## config.mk

```make
export PLATFORM = sky130hd
export DESIGN_NAME = multi_pattern_replace
export DESIGN_NICKNAME = d
export VERILOG_FILES = /design/src/rtl/core/mpr_pkg.sv /design/src/rtl/core/multi_pattern_replace.sv /design/src/rtl/core/mpr_ram.sv
export VERILOG_INCLUDE_DIRS = /design/src /design/src/rtl/core
export SDC_FILE = /design/constraint.sdc
export NUM_CORES = 1
export LEC_CHECK = 0
export BUFFER_PORTS_ARGS = -buffer_cell sky130_fd_sc_hd__clkbuf_2
export CAP_MARGIN = 0
export CORE_ASPECT_RATIO = 0.8
export CORE_UTILIZATION = 45
export DETAILED_ROUTE_END_ITERATION = 6
export PLACE_DENSITY = 0.58
export SYNTH_ARGS = -nofsm -noshare
export SYNTH_HDL_FRONTEND = slang
export SYNTH_SLANG_ARGS = --single-unit
export TNS_END_PERCENT = 10
```

## constraint.sdc

```tcl
create_clock -name i_clk -period 4.2 [get_ports i_clk]
set_clock_uncertainty 0.1 [all_clocks]
set_input_delay 0.42 -clock i_clk [delete_from_list [all_inputs] [get_ports i_clk]]
set_output_delay 0.42 -clock i_clk [all_outputs]
set_load 0.1 [all_outputs]
```

## src/rtl/core/assert_macros.svh

```systemverilog
// Assertion macros shared by the RTL of the find-and-replace block.
// Needs a clock named i_clk and an active-low reset named i_rst_n in scope.
`ifndef ASSERT_MACROS_SVH
`define ASSERT_MACROS_SVH

// Concurrent check, masked while reset is asserted
`define MPR_ASSERT(lbl, prop, msg) \
    lbl: assert property (@(posedge i_clk) disable iff (!i_rst_n) prop) \
        else $error(msg);

// Concurrent check that also holds during reset
`define MPR_ASSERT_ALWAYS(lbl, prop, msg) \
    lbl: assert property (@(posedge i_clk) prop) else $error(msg);

`endif

```

## src/rtl/core/mpr_pkg.sv

```systemverilog
// Package for the multi-pattern find-and-replace block: item types,
// op codes and parameter defaults. No dependencies.
`default_nettype none

package mpr_pkg;

    localparam int DEF_PATTERNS = 8;
    localparam int DEF_MAX_LEN  = 8;

    // Op codes of an input item
    localparam logic [1:0] OP_LOAD_SEARCH  = 2'd0;
    localparam logic [1:0] OP_LOAD_REPLACE = 2'd1;
    localparam logic [1:0] OP_TEXT         = 2'd2;
    localparam logic [1:0] OP_END          = 2'd3;

    typedef struct packed {
        logic [1:0] op;
        logic [2:0] entry;
        logic [2:0] position;
        logic [7:0] value;
        logic [3:0] entry_length;
    } t_in_item;

    typedef struct packed {
        logic [7:0] out_byte;
        logic       has_byte;
        logic       run_last;
        logic       text_end;
    } t_out_item;

endpackage

`default_nettype wire

```

## src/rtl/core/multi_pattern_replace.sv

```systemverilog
// Multi-pattern streaming find and replace, top level.
// Depends on mpr_pkg, mpr_ram and assert_macros.svh.
//
// Usage:
// - Input channel (i_in_valid / o_in_stall, i_in): load items write one byte
//   of a search or replacement entry and its length and give no result.
//   Text items enter a lookahead window of MAX_LEN bytes; end items
//   drain the window.
// - Output channel (o_out_valid / i_out_stall, o_out): at most one result
//   byte per output item, in order; run_last marks the last result of an
//   input item, an end item with nothing left gives one empty marker.
// - Config channel (i_cfg_valid / o_cfg_ready, i_cfg_data): pattern_count,
//   always ready; the user writes it only while idle (the block does not check).
// - A text item that does not fill the window is only stored. Filling it
//   starts a resolve: compare bytes are read one at a time, pattern by
//   pattern, through the search RAM read port, then replacement bytes are
//   read one at a time through the replacement RAM, then the dropped bytes
//   are shifted out one at a time; an end item runs up to MAX_LEN - 1
//   resolves. The input is stalled meanwhile.
// - One result is held back inside so run_last can be set; a stalled output
//   register holds the sequencer only when it has a result to hand over.
// - Reset clears lengths, count, window fill and all control; the byte
//   stores need no clearing pass.
`default_nettype none

module multi_pattern_replace #(
    parameter int PATTERNS = mpr_pkg::DEF_PATTERNS,
    parameter int MAX_LEN  = mpr_pkg::DEF_MAX_LEN
) (
    input  wire logic               i_clk,
    input  wire logic               i_rst_n,
    input  wire logic               i_in_valid,
    output logic                    o_in_stall,
    input  wire mpr_pkg::t_in_item  i_in,
    output logic                    o_out_valid,
    input  wire logic               i_out_stall,
    output mpr_pkg::t_out_item      o_out,
    input  wire logic               i_cfg_valid,
    output logic                    o_cfg_ready,
    input  wire logic [3:0]         i_cfg_data
);

    `include "assert_macros.svh"

    localparam int IW = (PATTERNS > 1) ? $clog2(PATTERNS) : 1;
    localparam int PW = $clog2(PATTERNS + 1);
    localparam int JW = $clog2(MAX_LEN);
    localparam int LW = $clog2(MAX_LEN + 1);
    localparam int EW = (LW > 4) ? LW : 4;
    localparam int XW = 7;
    localparam int AW = IW + JW;

    typedef enum logic [8:0] {
        S_IDLE   = 9'b000000001,
        S_SCAN   = 9'b000000010,
        S_CMP_RD = 9'b000000100,
        S_CMP    = 9'b000001000,
        S_REP_RD = 9'b000010000,
        S_REP    = 9'b000100000,
        S_PASS   = 9'b001000000,
        S_SHIFT  = 9'b010000000,
        S_FIN    = 9'b100000000
    } t_state;

    t_state             r_state, n_state;
    logic [PW-1:0]      r_pi, n_pi;
    logic [JW-1:0]      r_j, n_j;
    logic [LW-1:0]      r_fill, n_fill;
    logic [LW-1:0]      r_drop, n_drop;
    logic               r_end, n_end;
    logic               r_pend_valid, n_pend_valid;
    logic [7:0]         r_pend, n_pend;
    logic               r_out_valid;
    mpr_pkg::t_out_item r_out;
    logic [3:0]         r_count;
    logic [7:0]         r_win [MAX_LEN];
    logic [LW-1:0]      r_slen [PATTERNS];
    logic [LW-1:0]      r_rlen [PATTERNS];

    logic               in_acc;
    logic               slot_free;
    logic               can_go;
    logic               push;
    mpr_pkg::t_out_item push_item;
    logic               load_ok;
    logic               pos_ok;
    logic [IW-1:0]      wr_entry;
    logic [LW-1:0]      elen_sat;
    logic [AW-1:0]      wr_addr;
    logic [AW-1:0]      rd_addr;
    logic [7:0]         srd;
    logic [7:0]         rrd;
    logic               scan_done;
    logic [LW-1:0]      cur_slen;
    logic [LW-1:0]      cur_rlen;
    logic [LW-1:0]      j_next;

    assign in_acc      = i_in_valid && !o_in_stall;
    assign o_in_stall  = (r_state != S_IDLE);
    assign o_cfg_ready = 1'b1;
    assign o_out_valid = r_out_valid;
    assign o_out       = r_out;

    // Load decode
    assign load_ok  = (XW'(i_in.entry) < XW'(PATTERNS));
    assign pos_ok   = (XW'(i_in.position) < XW'(MAX_LEN));
    assign wr_entry = IW'(i_in.entry);
    assign elen_sat = (EW'(i_in.entry_length) > EW'(MAX_LEN)) ? LW'(MAX_LEN)
                                                               : LW'(i_in.entry_length);
    assign wr_addr  = {wr_entry, JW'(i_in.position)};
    assign rd_addr  = {r_pi[IW-1:0], r_j};

    mpr_ram #(.WIDTH(8), .DEPTH(2 ** AW)) u_search_ram (
        .i_clk   (i_clk),
        .i_we    (in_acc && (i_in.op == mpr_pkg::OP_LOAD_SEARCH) && load_ok && pos_ok),
        .i_waddr (wr_addr),
        .i_wdata (i_in.value),
        .i_raddr (rd_addr),
        .o_rdata (srd)
    );

    mpr_ram #(.WIDTH(8), .DEPTH(2 ** AW)) u_replace_ram (
        .i_clk   (i_clk),
        .i_we    (in_acc && (i_in.op == mpr_pkg::OP_LOAD_REPLACE) && load_ok && pos_ok),
        .i_waddr (wr_addr),
        .i_wdata (i_in.value),
        .i_raddr (rd_addr),
        .o_rdata (rrd)
    );

    // Pattern under test
    assign scan_done = (XW'(r_pi) >= XW'(r_count)) || (XW'(r_pi) >= XW'(PATTERNS));
    assign cur_slen  = r_slen[r_pi[IW-1:0]];
    assign cur_rlen  = r_rlen[r_pi[IW-1:0]];
    assign j_next    = LW'(r_j) + LW'(1);

    assign slot_free = !r_out_valid || !i_out_stall;
    assign can_go    = !r_pend_valid || slot_free;

    // Sequencer
    always_comb begin
        n_state      = r_state;
        n_pi         = r_pi;
        n_j          = r_j;
        n_fill       = r_fill;
        n_drop       = r_drop;
        n_end        = r_end;
        n_pend_valid = r_pend_valid;
        n_pend       = r_pend;
        push         = 1'b0;
        push_item    = '0;
        unique case (r_state)
            S_IDLE: begin
                if (in_acc && i_in.op == mpr_pkg::OP_TEXT) begin
                    if (r_fill < LW'(MAX_LEN)) begin
                        n_fill = r_fill + LW'(1);
                    end
                    n_end = 1'b0;
                    n_pi  = '0;
                    if (n_fill >= LW'(MAX_LEN)) begin
                        n_state = S_SCAN;
                    end
                end else if (in_acc && i_in.op == mpr_pkg::OP_END) begin
                    n_end   = 1'b1;
                    n_pi    = '0;
                    n_state = (r_fill != '0) ? S_SCAN : S_FIN;
                end
            end
            S_SCAN: begin
                if (scan_done) begin
                    n_state = S_PASS;
                end else if (cur_slen == '0 || cur_slen > r_fill) begin
                    n_pi = r_pi + PW'(1);
                end else begin
                    n_j     = '0;
                    n_state = S_CMP_RD;
                end
            end
            S_CMP_RD: begin
                n_state = S_CMP;
            end
            S_CMP: begin
                if (srd != r_win[r_j]) begin
                    n_pi    = r_pi + PW'(1);
                    n_state = S_SCAN;
                end else if (j_next == cur_slen) begin
                    n_j     = '0;
                    n_drop  = cur_slen;
                    n_state = (cur_rlen == '0) ? S_SHIFT : S_REP_RD;
                end else begin
                    n_j     = r_j + JW'(1);
                    n_state = S_CMP_RD;
                end
            end
            S_REP_RD: begin
                n_state = S_REP;
            end
            S_REP: begin
                if (can_go) begin
                    push         = r_pend_valid;
                    push_item    = '{out_byte: r_pend, has_byte: 1'b1,
                                     run_last: 1'b0, text_end: r_end};
                    n_pend_valid = 1'b1;
                    n_pend       = rrd;
                    if (j_next == cur_rlen) begin
                        n_state = S_SHIFT;
                    end else begin
                        n_j     = r_j + JW'(1);
                        n_state = S_REP_RD;
                    end
                end
            end
            S_PASS: begin
                if (can_go) begin
                    push         = r_pend_valid;
                    push_item    = '{out_byte: r_pend, has_byte: 1'b1,
                                     run_last: 1'b0, text_end: r_end};
                    n_pend_valid = 1'b1;
                    n_pend       = r_win[0];
                    n_drop       = LW'(1);
                    n_state      = S_SHIFT;
                end
            end
            S_SHIFT: begin
                n_fill = r_fill - LW'(1);
                n_drop = r_drop - LW'(1);
                if (r_drop == LW'(1)) begin
                    if (r_end && r_fill != LW'(1)) begin
                        n_pi    = '0;
                        n_state = S_SCAN;
                    end else begin
                        n_state = S_FIN;
                    end
                end
            end
            S_FIN: begin
                if (r_pend_valid) begin
                    if (slot_free) begin
                        push         = 1'b1;
                        push_item    = '{out_byte: r_pend, has_byte: 1'b1,
                                         run_last: 1'b1, text_end: r_end};
                        n_pend_valid = 1'b0;
                        n_state      = S_IDLE;
                    end
                end else if (r_end) begin
                    if (slot_free) begin
                        push      = 1'b1;
                        push_item = '{out_byte: 8'd0, has_byte: 1'b0,
                                      run_last: 1'b1, text_end: 1'b1};
                        n_state   = S_IDLE;
                    end
                end else begin
                    n_state = S_IDLE;
                end
            end
            default: begin
                n_state = S_IDLE;
            end
        endcase
    end

    // Control registers
    always_ff @(posedge i_clk) begin
        if (!i_rst_n) begin
            r_state      <= S_IDLE;
            r_pi         <= '0;
            r_j          <= '0;
            r_fill       <= '0;
            r_drop       <= '0;
            r_end        <= 1'b0;
            r_pend_valid <= 1'b0;
            r_out_valid  <= 1'b0;
            r_count      <= '0;
        end else begin
            r_state      <= n_state;
            r_pi         <= n_pi;
            r_j          <= n_j;
            r_fill       <= n_fill;
            r_drop       <= n_drop;
            r_end        <= n_end;
            r_pend_valid <= n_pend_valid;
            if (push) begin
                r_out_valid <= 1'b1;
            end else if (!i_out_stall) begin
                r_out_valid <= 1'b0;
            end
            if (i_cfg_valid && o_cfg_ready) begin
                r_count <= i_cfg_data;
            end
        end
    end

    // Entry lengths
    always_ff @(posedge i_clk) begin
        if (!i_rst_n) begin
            for (int p = 0; p < PATTERNS; p++) begin
                r_slen[p] <= '0;
                r_rlen[p] <= '0;
            end
        end else if (in_acc && load_ok) begin
            if (i_in.op == mpr_pkg::OP_LOAD_SEARCH) begin
                r_slen[wr_entry] <= elen_sat;
            end else if (i_in.op == mpr_pkg::OP_LOAD_REPLACE) begin
                r_rlen[wr_entry] <= elen_sat;
            end
        end
    end

    // Payload: held byte, output register, lookahead window
    always_ff @(posedge i_clk) begin
        r_pend <= n_pend;
        if (push) begin
            r_out <= push_item;
        end
        if (r_state == S_SHIFT) begin
            for (int k = 0; k < MAX_LEN - 1; k++) begin
                r_win[k] <= r_win[k + 1];
            end
        end else if (in_acc && i_in.op == mpr_pkg::OP_TEXT && r_fill < LW'(MAX_LEN)) begin
            r_win[r_fill[JW-1:0]] <= i_in.value;
        end
    end

    `MPR_ASSERT(a_fill_bound, r_fill <= LW'(MAX_LEN), "window fill beyond depth")
    `MPR_ASSERT(a_shift_drop, (r_state == S_SHIFT) |-> (r_drop != '0), "shift with zero drop")
    `MPR_ASSERT(a_idle_no_pend, (r_state == S_IDLE) |-> !r_pend_valid, "held byte left at idle")
    `MPR_ASSERT(a_empty_end, (in_acc && i_in.op == mpr_pkg::OP_END && r_fill == '0) |=> (r_state == S_FIN), "empty end item skipped marker")

endmodule

`default_nettype wire

```

## src/rtl/core/mpr_ram.sv

```systemverilog
// Generic single-write, single-read RAM with registered read data.
// Standalone; used for the search and replacement byte stores.
`default_nettype none

module mpr_ram #(
    parameter int WIDTH = 8,
    parameter int DEPTH = 64
) (
    input  wire logic                     i_clk,
    input  wire logic                     i_we,
    input  wire logic [$clog2(DEPTH)-1:0] i_waddr,
    input  wire logic [WIDTH-1:0]         i_wdata,
    input  wire logic [$clog2(DEPTH)-1:0] i_raddr,
    output logic      [WIDTH-1:0]         o_rdata
);

    logic [WIDTH-1:0] r_mem [DEPTH];
    logic [WIDTH-1:0] r_rdata;

    always_ff @(posedge i_clk) begin
        if (i_we) begin
            r_mem[i_waddr] <= i_wdata;
        end
        r_rdata <= r_mem[i_raddr];
    end

    assign o_rdata = r_rdata;

endmodule

`default_nettype wire

```

==> results.txt, run 1 <==
Pleak: 16.9 nW
synth top area cells: edfxtp_1 71%, mux4_2 7.9%, mux2i_1 5.9%
GR Util All Layers: 0.224
die width: 373 um
via count of the routed design: 26.9k
clock slew seen by the registers of the worst setup and hold paths: 0.06 ns
CP max FO: 9
routed vias/inst: 5.97
die area: 111,000 um2
setup violators final: 0
DR pass1 iterations: 6
ratio of cells with drive above 1 in the final layout: 0.161
Post-synth EDFFs: 1,171
Avg Inst Size Synth: 17.0 um2
Mapped Nets: 2,947
Post-Syn Area: 49,400 um2
core area: 109,000 um2
slew margin rel.: 0.108
post-route clock period utilization: 0.892
Yosys cell types: 67
minimum clock period: 3.75 ns
antenna violations before repair: 6
Fmax: 0.267 GHz
Clock Root Buffer: clkbuf_16
global route total overflow: 0
I/O Buffers: 41
Setup TNS: 0 ns
maximum buffer depth of the clock tree: 3
htree depth: 3
WHS: 0.0397 ns
wire per inst: 27.5 um
Slew @ Worst Pin: 1.33 ns
synthesis-stage register bit count: 1,224
Final Hold Vio Count: 0
flop2flop setup slack: 0.45 ns
CP arrival: 4.24 ns
largest net degree at the start of global routing: 129
global-route wire length before repair: 182,000 um
result of the run: completed
DRT antenna net count: 0
Synthesis Warnings: 0
Fill cells: 8,826
hpwl dp: 77,200 um
max_cap viols: 0
startpoint types: register
Die Span Y: 298 um
worst min-delay path category: input pin to register
I/O pin count: 43
Yosys top cell area share: 0.711
largest area contributor in the netlist: edfxtp_1
power density over the cells: 447 nW/um2
Iter 0 DRT Violations: 3,108
RD Place Congestion: 0.849
total CTS buffers: 116
Initial Util: 0.455
# clock sinks: 1,224
Post-Syn Instances: 2,901
WS Path Type: register to register
Final nets: 3,029
via count of the first global-routing pass: 26.6k
worst skew pair latency: 0.74 ns
row cnt: 108
WP data required: 4.70 ns
Seq/Total Area, Yosys: 0.733
asr flop ratio synth: 0
final WL: 124,000 um
ant diodes: 0
Primary FF master, synth: edfxtp_1
Critical Path End Type: register
Final Max Tran Viols: 0
RSZ-0062 raised after global routing: no
DRC viols: 0
worst vdd ir: 0.355 mV
CTS tree: done
Area growth syn-to-layout: 12.3%
## through the flow
step | util | setup slack (ns) | power [W] | cell area, um2 | instances
2_1_floorplan | - | 0.682 | 0.0142 | 49400 | 2901
3_3_place_gp | 0.475 | 0.445 | 0.0146 | 51600 | 4285
3_5_place_dp | 0.475 | 0.445 | 0.0146 | 51600 | 4285
4_1_cts | 0.511 | 0.454 | 0.0250 | 55500 | 4511
5_1_grt | 0.511 | 0.158 | 0.0255 | 55500 | 4511
6_report | 0.511 | 0.453 | 0.0248 | 55500 | 4511
## synthesized netlist by cell type, types with 9 or more instances
library cell	instances
ha_1	17
o22ai_1	70
o21ai_0	28
xor2_1	11
and3_1	17
a21oi_1	98
nand3_1	20
mux4_2	173
nand4_1	9
clkbuf_1	121
o221ai_1	128
and2_1	13
dfxtp_1	53
mux2i_1	289
o21ai_1	23
nor3_1	18
edfxtp_1	1171
buf_1	46
inv_1	26
nand2_1	213
nor2_1	237
## sequential cells by signal (all words and copies together) (netlist names), 8 cells and up, named ones only
register	count
u_replace_ram.r_mem	512
u_search_ram.r_mem	512
r_win	64
r_rlen	32
r_slen	32
o_out	11
r_state	9
r_pend	8
u_replace_ram.o_rdata	8
u_search_ram.o_rdata	8
## final timing paths
path	cells past startpoint	end	startpoint
setup / recovery	12	register	register
hold / removal	1	u_replace_ram.r_mem[45][0]	i_in[4]
setup reg to reg	12	register	register
hold reg to reg	1	o_out[10]	r_pend[7]
## power breakdown
part           switching, W  leakage (nW)  internal, W
clock               0.00453          1.84      0.00592
sequential        0.0000493          11.0       0.0134
combinational      0.000685          4.02     0.000217
total               0.00526          16.9       0.0196
## layout by cell type, fill, tap and decap left out, types with 29 or more instances in the layout
cell / synthesis / layout
edfxtp_1: 1171 / 1171
mux2i_1: 289 / 289
nor2_1: 237 / 237
nand2_1: 213 / 212
mux4_2: 173 / 173
o221ai_1: 128 / 128
clkbuf_16: 0 / 118
a21oi_1: 98 / 98
buf_4: 1 / 81
o22ai_1: 70 / 70
dfxtp_1: 53 / 49
clkbuf_2: 0 / 33
clkinv_1: 2 / 29
## layout make-up
| class | count | area (um2) | share of cell area |
|---|---|---|---|
| clock buffer | 143 | 3070 | 0.0553 |
| clock inverter | 73 | 702 | 0.0126 |
| inverter | 31 | 116 | 0.00210 |
| multi-input combinational | 1473 | 12500 | 0.224 |
| sequential | 1224 | 36200 | 0.653 |
| tap | 1430 | 1790 | 0.0322 |
| timing repair buffer | 137 | 1130 | 0.0204 |
## logic make-up (layout without fill, tap and decap cells)
logic type,Yosys count,after routing,share of synthesized area
simple gates,576,576,0.0505
other cells,1,1,0.0000759
compound gates,392,392,0.0543
xor+xnor,19,19,0.00337
buf+inv,204,384,0.0158
fa+ha+maj,17,17,0.00430
flops,1224,1224,0.733
mux,468,468,0.139
## metal layers
metal  track usage  wire [um]  vias to the layer above
met5             0          0                        -
met4        0.0468       2370                        0
met3        0.0416      10000                      173
met2         0.333      55500                     1165
met1         0.346      55900                    13851
li1              -          -                    11748
## repair_timing
action                    4_1_cts  5_1_grt
setup buffers                   0        0
hold buffers                   10        0
resized for setup               0        0
hold endpoints to repair        6        0
## critical path, stage by stage, from the launching register on
cell and delay (ns):
dfxtp_1 0.66, mux4_2 0.57, mux2i_1 0.38, inv_2 0.09
ha_1 0.32, nand4_1 0.11, o21ai_0 0.09, a21oi_1 0.08
nor3_1 0.32, nor3b_1 0.15, a211o_1 0.28, o31a_1 0.29
o21a_1 0.19
(Power assumes the default switching activity.)
==> run 2: changes to the inputs <==
==> constraint.sdc (replaced) <==
create_clock -name i_clk -period 3.8 [get_ports i_clk]
set_clock_uncertainty 0.1 [all_clocks]
set_input_delay 0.38 -clock i_clk [delete_from_list [all_inputs] [get_ports i_clk]]
set_output_delay 0.38 -clock i_clk [all_outputs]
set_load 0.1 [all_outputs]
==> run 2 against run 1 <==
- sequential power rose by 10%
- maximum frequency is 6.0% higher
- via count rose by 1.7%
- largest power group unchanged
- largest cell class unchanged
- die area is the same
==> results.txt, run 2 (same netlist as run 1, synthesis figures left out) <==
power density over the cells: 484 nW/um2 (+8.1%)
antenna violations before repair: 8 (+2)
Final Hold Vio Count: 0 (unchanged)
total CTS buffers: 115 (-0.86%)
fin cells: 4,615 (+2.3%)
GR Util All Layers: 0.226 (+0.00179)
cell area after layout: 56,300 um2 (+1.4%)
commonest non-fill, non-tap cells in the layout: 1,171 x edfxtp_1, 289 x mux2i_1, 237 x nor2_1
RSZ-0062 raised after global routing: no
largest net degree at the start of global routing: 101 (-22%)
minimum clock period: 3.54 ns (-0.212 ns)
dpl cells: 4,392 (+2.5%)
global-route wire length before repair: 184,000 um (+1.1%)
flop2flop setup slack: 0.26 ns (-0.19 ns)
crit-path cells: buf_4, mux4_2, mux2i_1, nor3b_1, a31oi_1, nor3_1, a2111oi_4, and4b_1, o21a_1
max_cap viols: 0 (unchanged)
post-route clock period utilization: 0.930 (+0.0381)
via count of the routed design: 27.4k (+1.7%)
Critical Path End Type: register
die area: 111,000 um2 (unchanged)
Slowest cell on crit path: nor3_1
Iter 0 DRT Violations: 3,036 (-2.3%)
CTS tree: done
crit path buf inv count: 1 (unchanged)
routed vias/inst: 5.94 (-0.57%)
final WL: 125,000 um (+0.84%)
Initial Util: 0.455 (unchanged)
Slew @ Worst Pin: 1.07 ns (-0.267 ns)
# clock sinks: 1,224 (unchanged)
worst skew pair latency: 0.73 ns (about the same)
wire per inst: 27.1 um (-1.4%)
Final Max Tran Viols: 0 (unchanged)
ratio of cells with drive above 1 in the final layout: 0.187 (+0.0260)
max incr delay on CP: 0.87 ns (+0.21 ns)
startpoint types: register
pre-CTS setup slack: 0.197 ns (-0.247 ns)
Pleak: 17.4 nW (+3.2%)
global route total overflow: 0 (unchanged)
clock slew seen by the registers of the worst setup and hold paths: 0.06 ns (about the same)
hpwl dp: 79,500 um (+2.9%)
Top Registers: u_replace_ram.r_mem (512), u_search_ram.r_mem (512), r_win (64)
Worst Hold Path Cells: 5 (+4)
Die Span Y: 298 um (unchanged)
DRT antenna net count: 0 (unchanged)
Post-DP Area: 52,500 um2 (+1.6%)
Reg2Reg Depth: 9 (-3)
DRC viols: 0 (unchanged)
worst vdd ir: 0.413 mV (+16%)
die width: 373 um (unchanged)
Fmax: 0.283 GHz (+6.0%)
setup violators final: 0 (unchanged)
CP arrival: 4.03 ns (-0.21 ns)
most common cell after layout, fill and taps aside: edfxtp_1
Crit path max-delay family: simple AND/OR/NAND/NOR gates
result of the run: completed
core area: 109,000 um2 (unchanged)
maximum buffer depth of the clock tree: 3 (unchanged)
slew margin rel.: 0.289 (+0.181)
slack of the critical path: 0.265 ns (-0.188 ns)
I/O Buffers: 41 (unchanged)
RD Place Congestion: 0.854 (+0.52%)
via count of the first global-routing pass: 27.2k (+2.4%)
row cnt: 108 (unchanged)
Setup TNS: 0 ns (unchanged)
WP data required: 4.30 ns (-0.40 ns)
DR pass1 iterations: 7 (+1)
Area growth syn-to-layout: 13.8%
Final nets: 3,137 (+3.6%)
I/O pin count: 43 (unchanged)
WS Path Type: register to register
htree depth: 3 (unchanged)
Hold Path End: r_end
CP max FO: 17 (+8)
worst min-delay path category: input pin to register
Clock Root Buffer: clkbuf_16
worst hold start: i_in_valid
-- run 2: cell types whose count changed in the layout (fill, tap and decap cells not counted), moves of 2 or more --
cell	change
buf_12	+3
buf_4	+104
clkbuf_16	-3
diode_2	+2
clkinv_2	-9
dlygate4sd3_1	+2
clkbuf_1	+2
inv_6	+3
-- run 2: layout make-up --
type                            count  area (um2)
Clock buffer                      142        3010
Timing Repair Buffer              246        1990
Multi-Input combinational cell   1473       12500
Inverter                           31         116
Tap cell                         1430        1790
Sequential cell                  1224       36200
Clock inverter                     67         669
Fill cell                        8769       52400
Antenna cell                        2        5.00
-- run 2: power by group --
group	total [W]	switching, W	leakage [nW]	internal [W]
Combinational	0.00101	0.000761	4.61	0.000251
Sequential	0.0149	0.0000523	11.0	0.0148
Clock	0.0113	0.00496	1.78	0.00636
Total	0.0272	0.00577	17.4	0.0214
-- run 2: per-stage QoR --
step | hold slack [ns] | power [W] | util
floorplan | 0.360 | 0.0157 | -
global placement | 0.378 | 0.0161 | 0.483
detailed placement | 0.395 | 0.0162 | 0.483
CTS | 0.0440 | 0.0274 | 0.518
global route | 0.102 | 0.0280 | 0.518
finish | 0.105 | 0.0272 | 0.518
-- run 2: worst reg2reg max path: cells and delay by family (launching register included) --
family	cells	cell delay, ns
compound gates	3	0.41
buf+inv	1	0.31
flops	1	0.57
mux	2	0.64
simple gates	3	1.41
-- run 2: how the worst max path moves through the flow --
| stage | from | endpoint | cells past startpoint |
|---|---|---|---|
| finish | register | register | 9 |
| global route | register | r_j[2] | 9 |
| CTS | register | register | 13 |
| detailed placement | register | register | 13 |
| global placement | register | register | 13 |
| floorplan | register | register | 14 |
-- run 2: layer usage --
metal | routed length [um] | up-vias | track usage
li1 | - | 11973 | -
met1 | 56500 | 14155 | 0.345
met2 | 56700 | 1103 | 0.340
met3 | 9100 | 169 | 0.0372
met4 | 2630 | 0 | 0.0544
met5 | 0 | - | 0
-- run 2: what timing repair did --
item                                    in CTS  in global routing
buffers inserted                             0                  0
resized for setup                            0                  1
endpoints found under the setup margin       0                  2
hold endpoints to repair                    15                  0
hold buffers                                12                  0
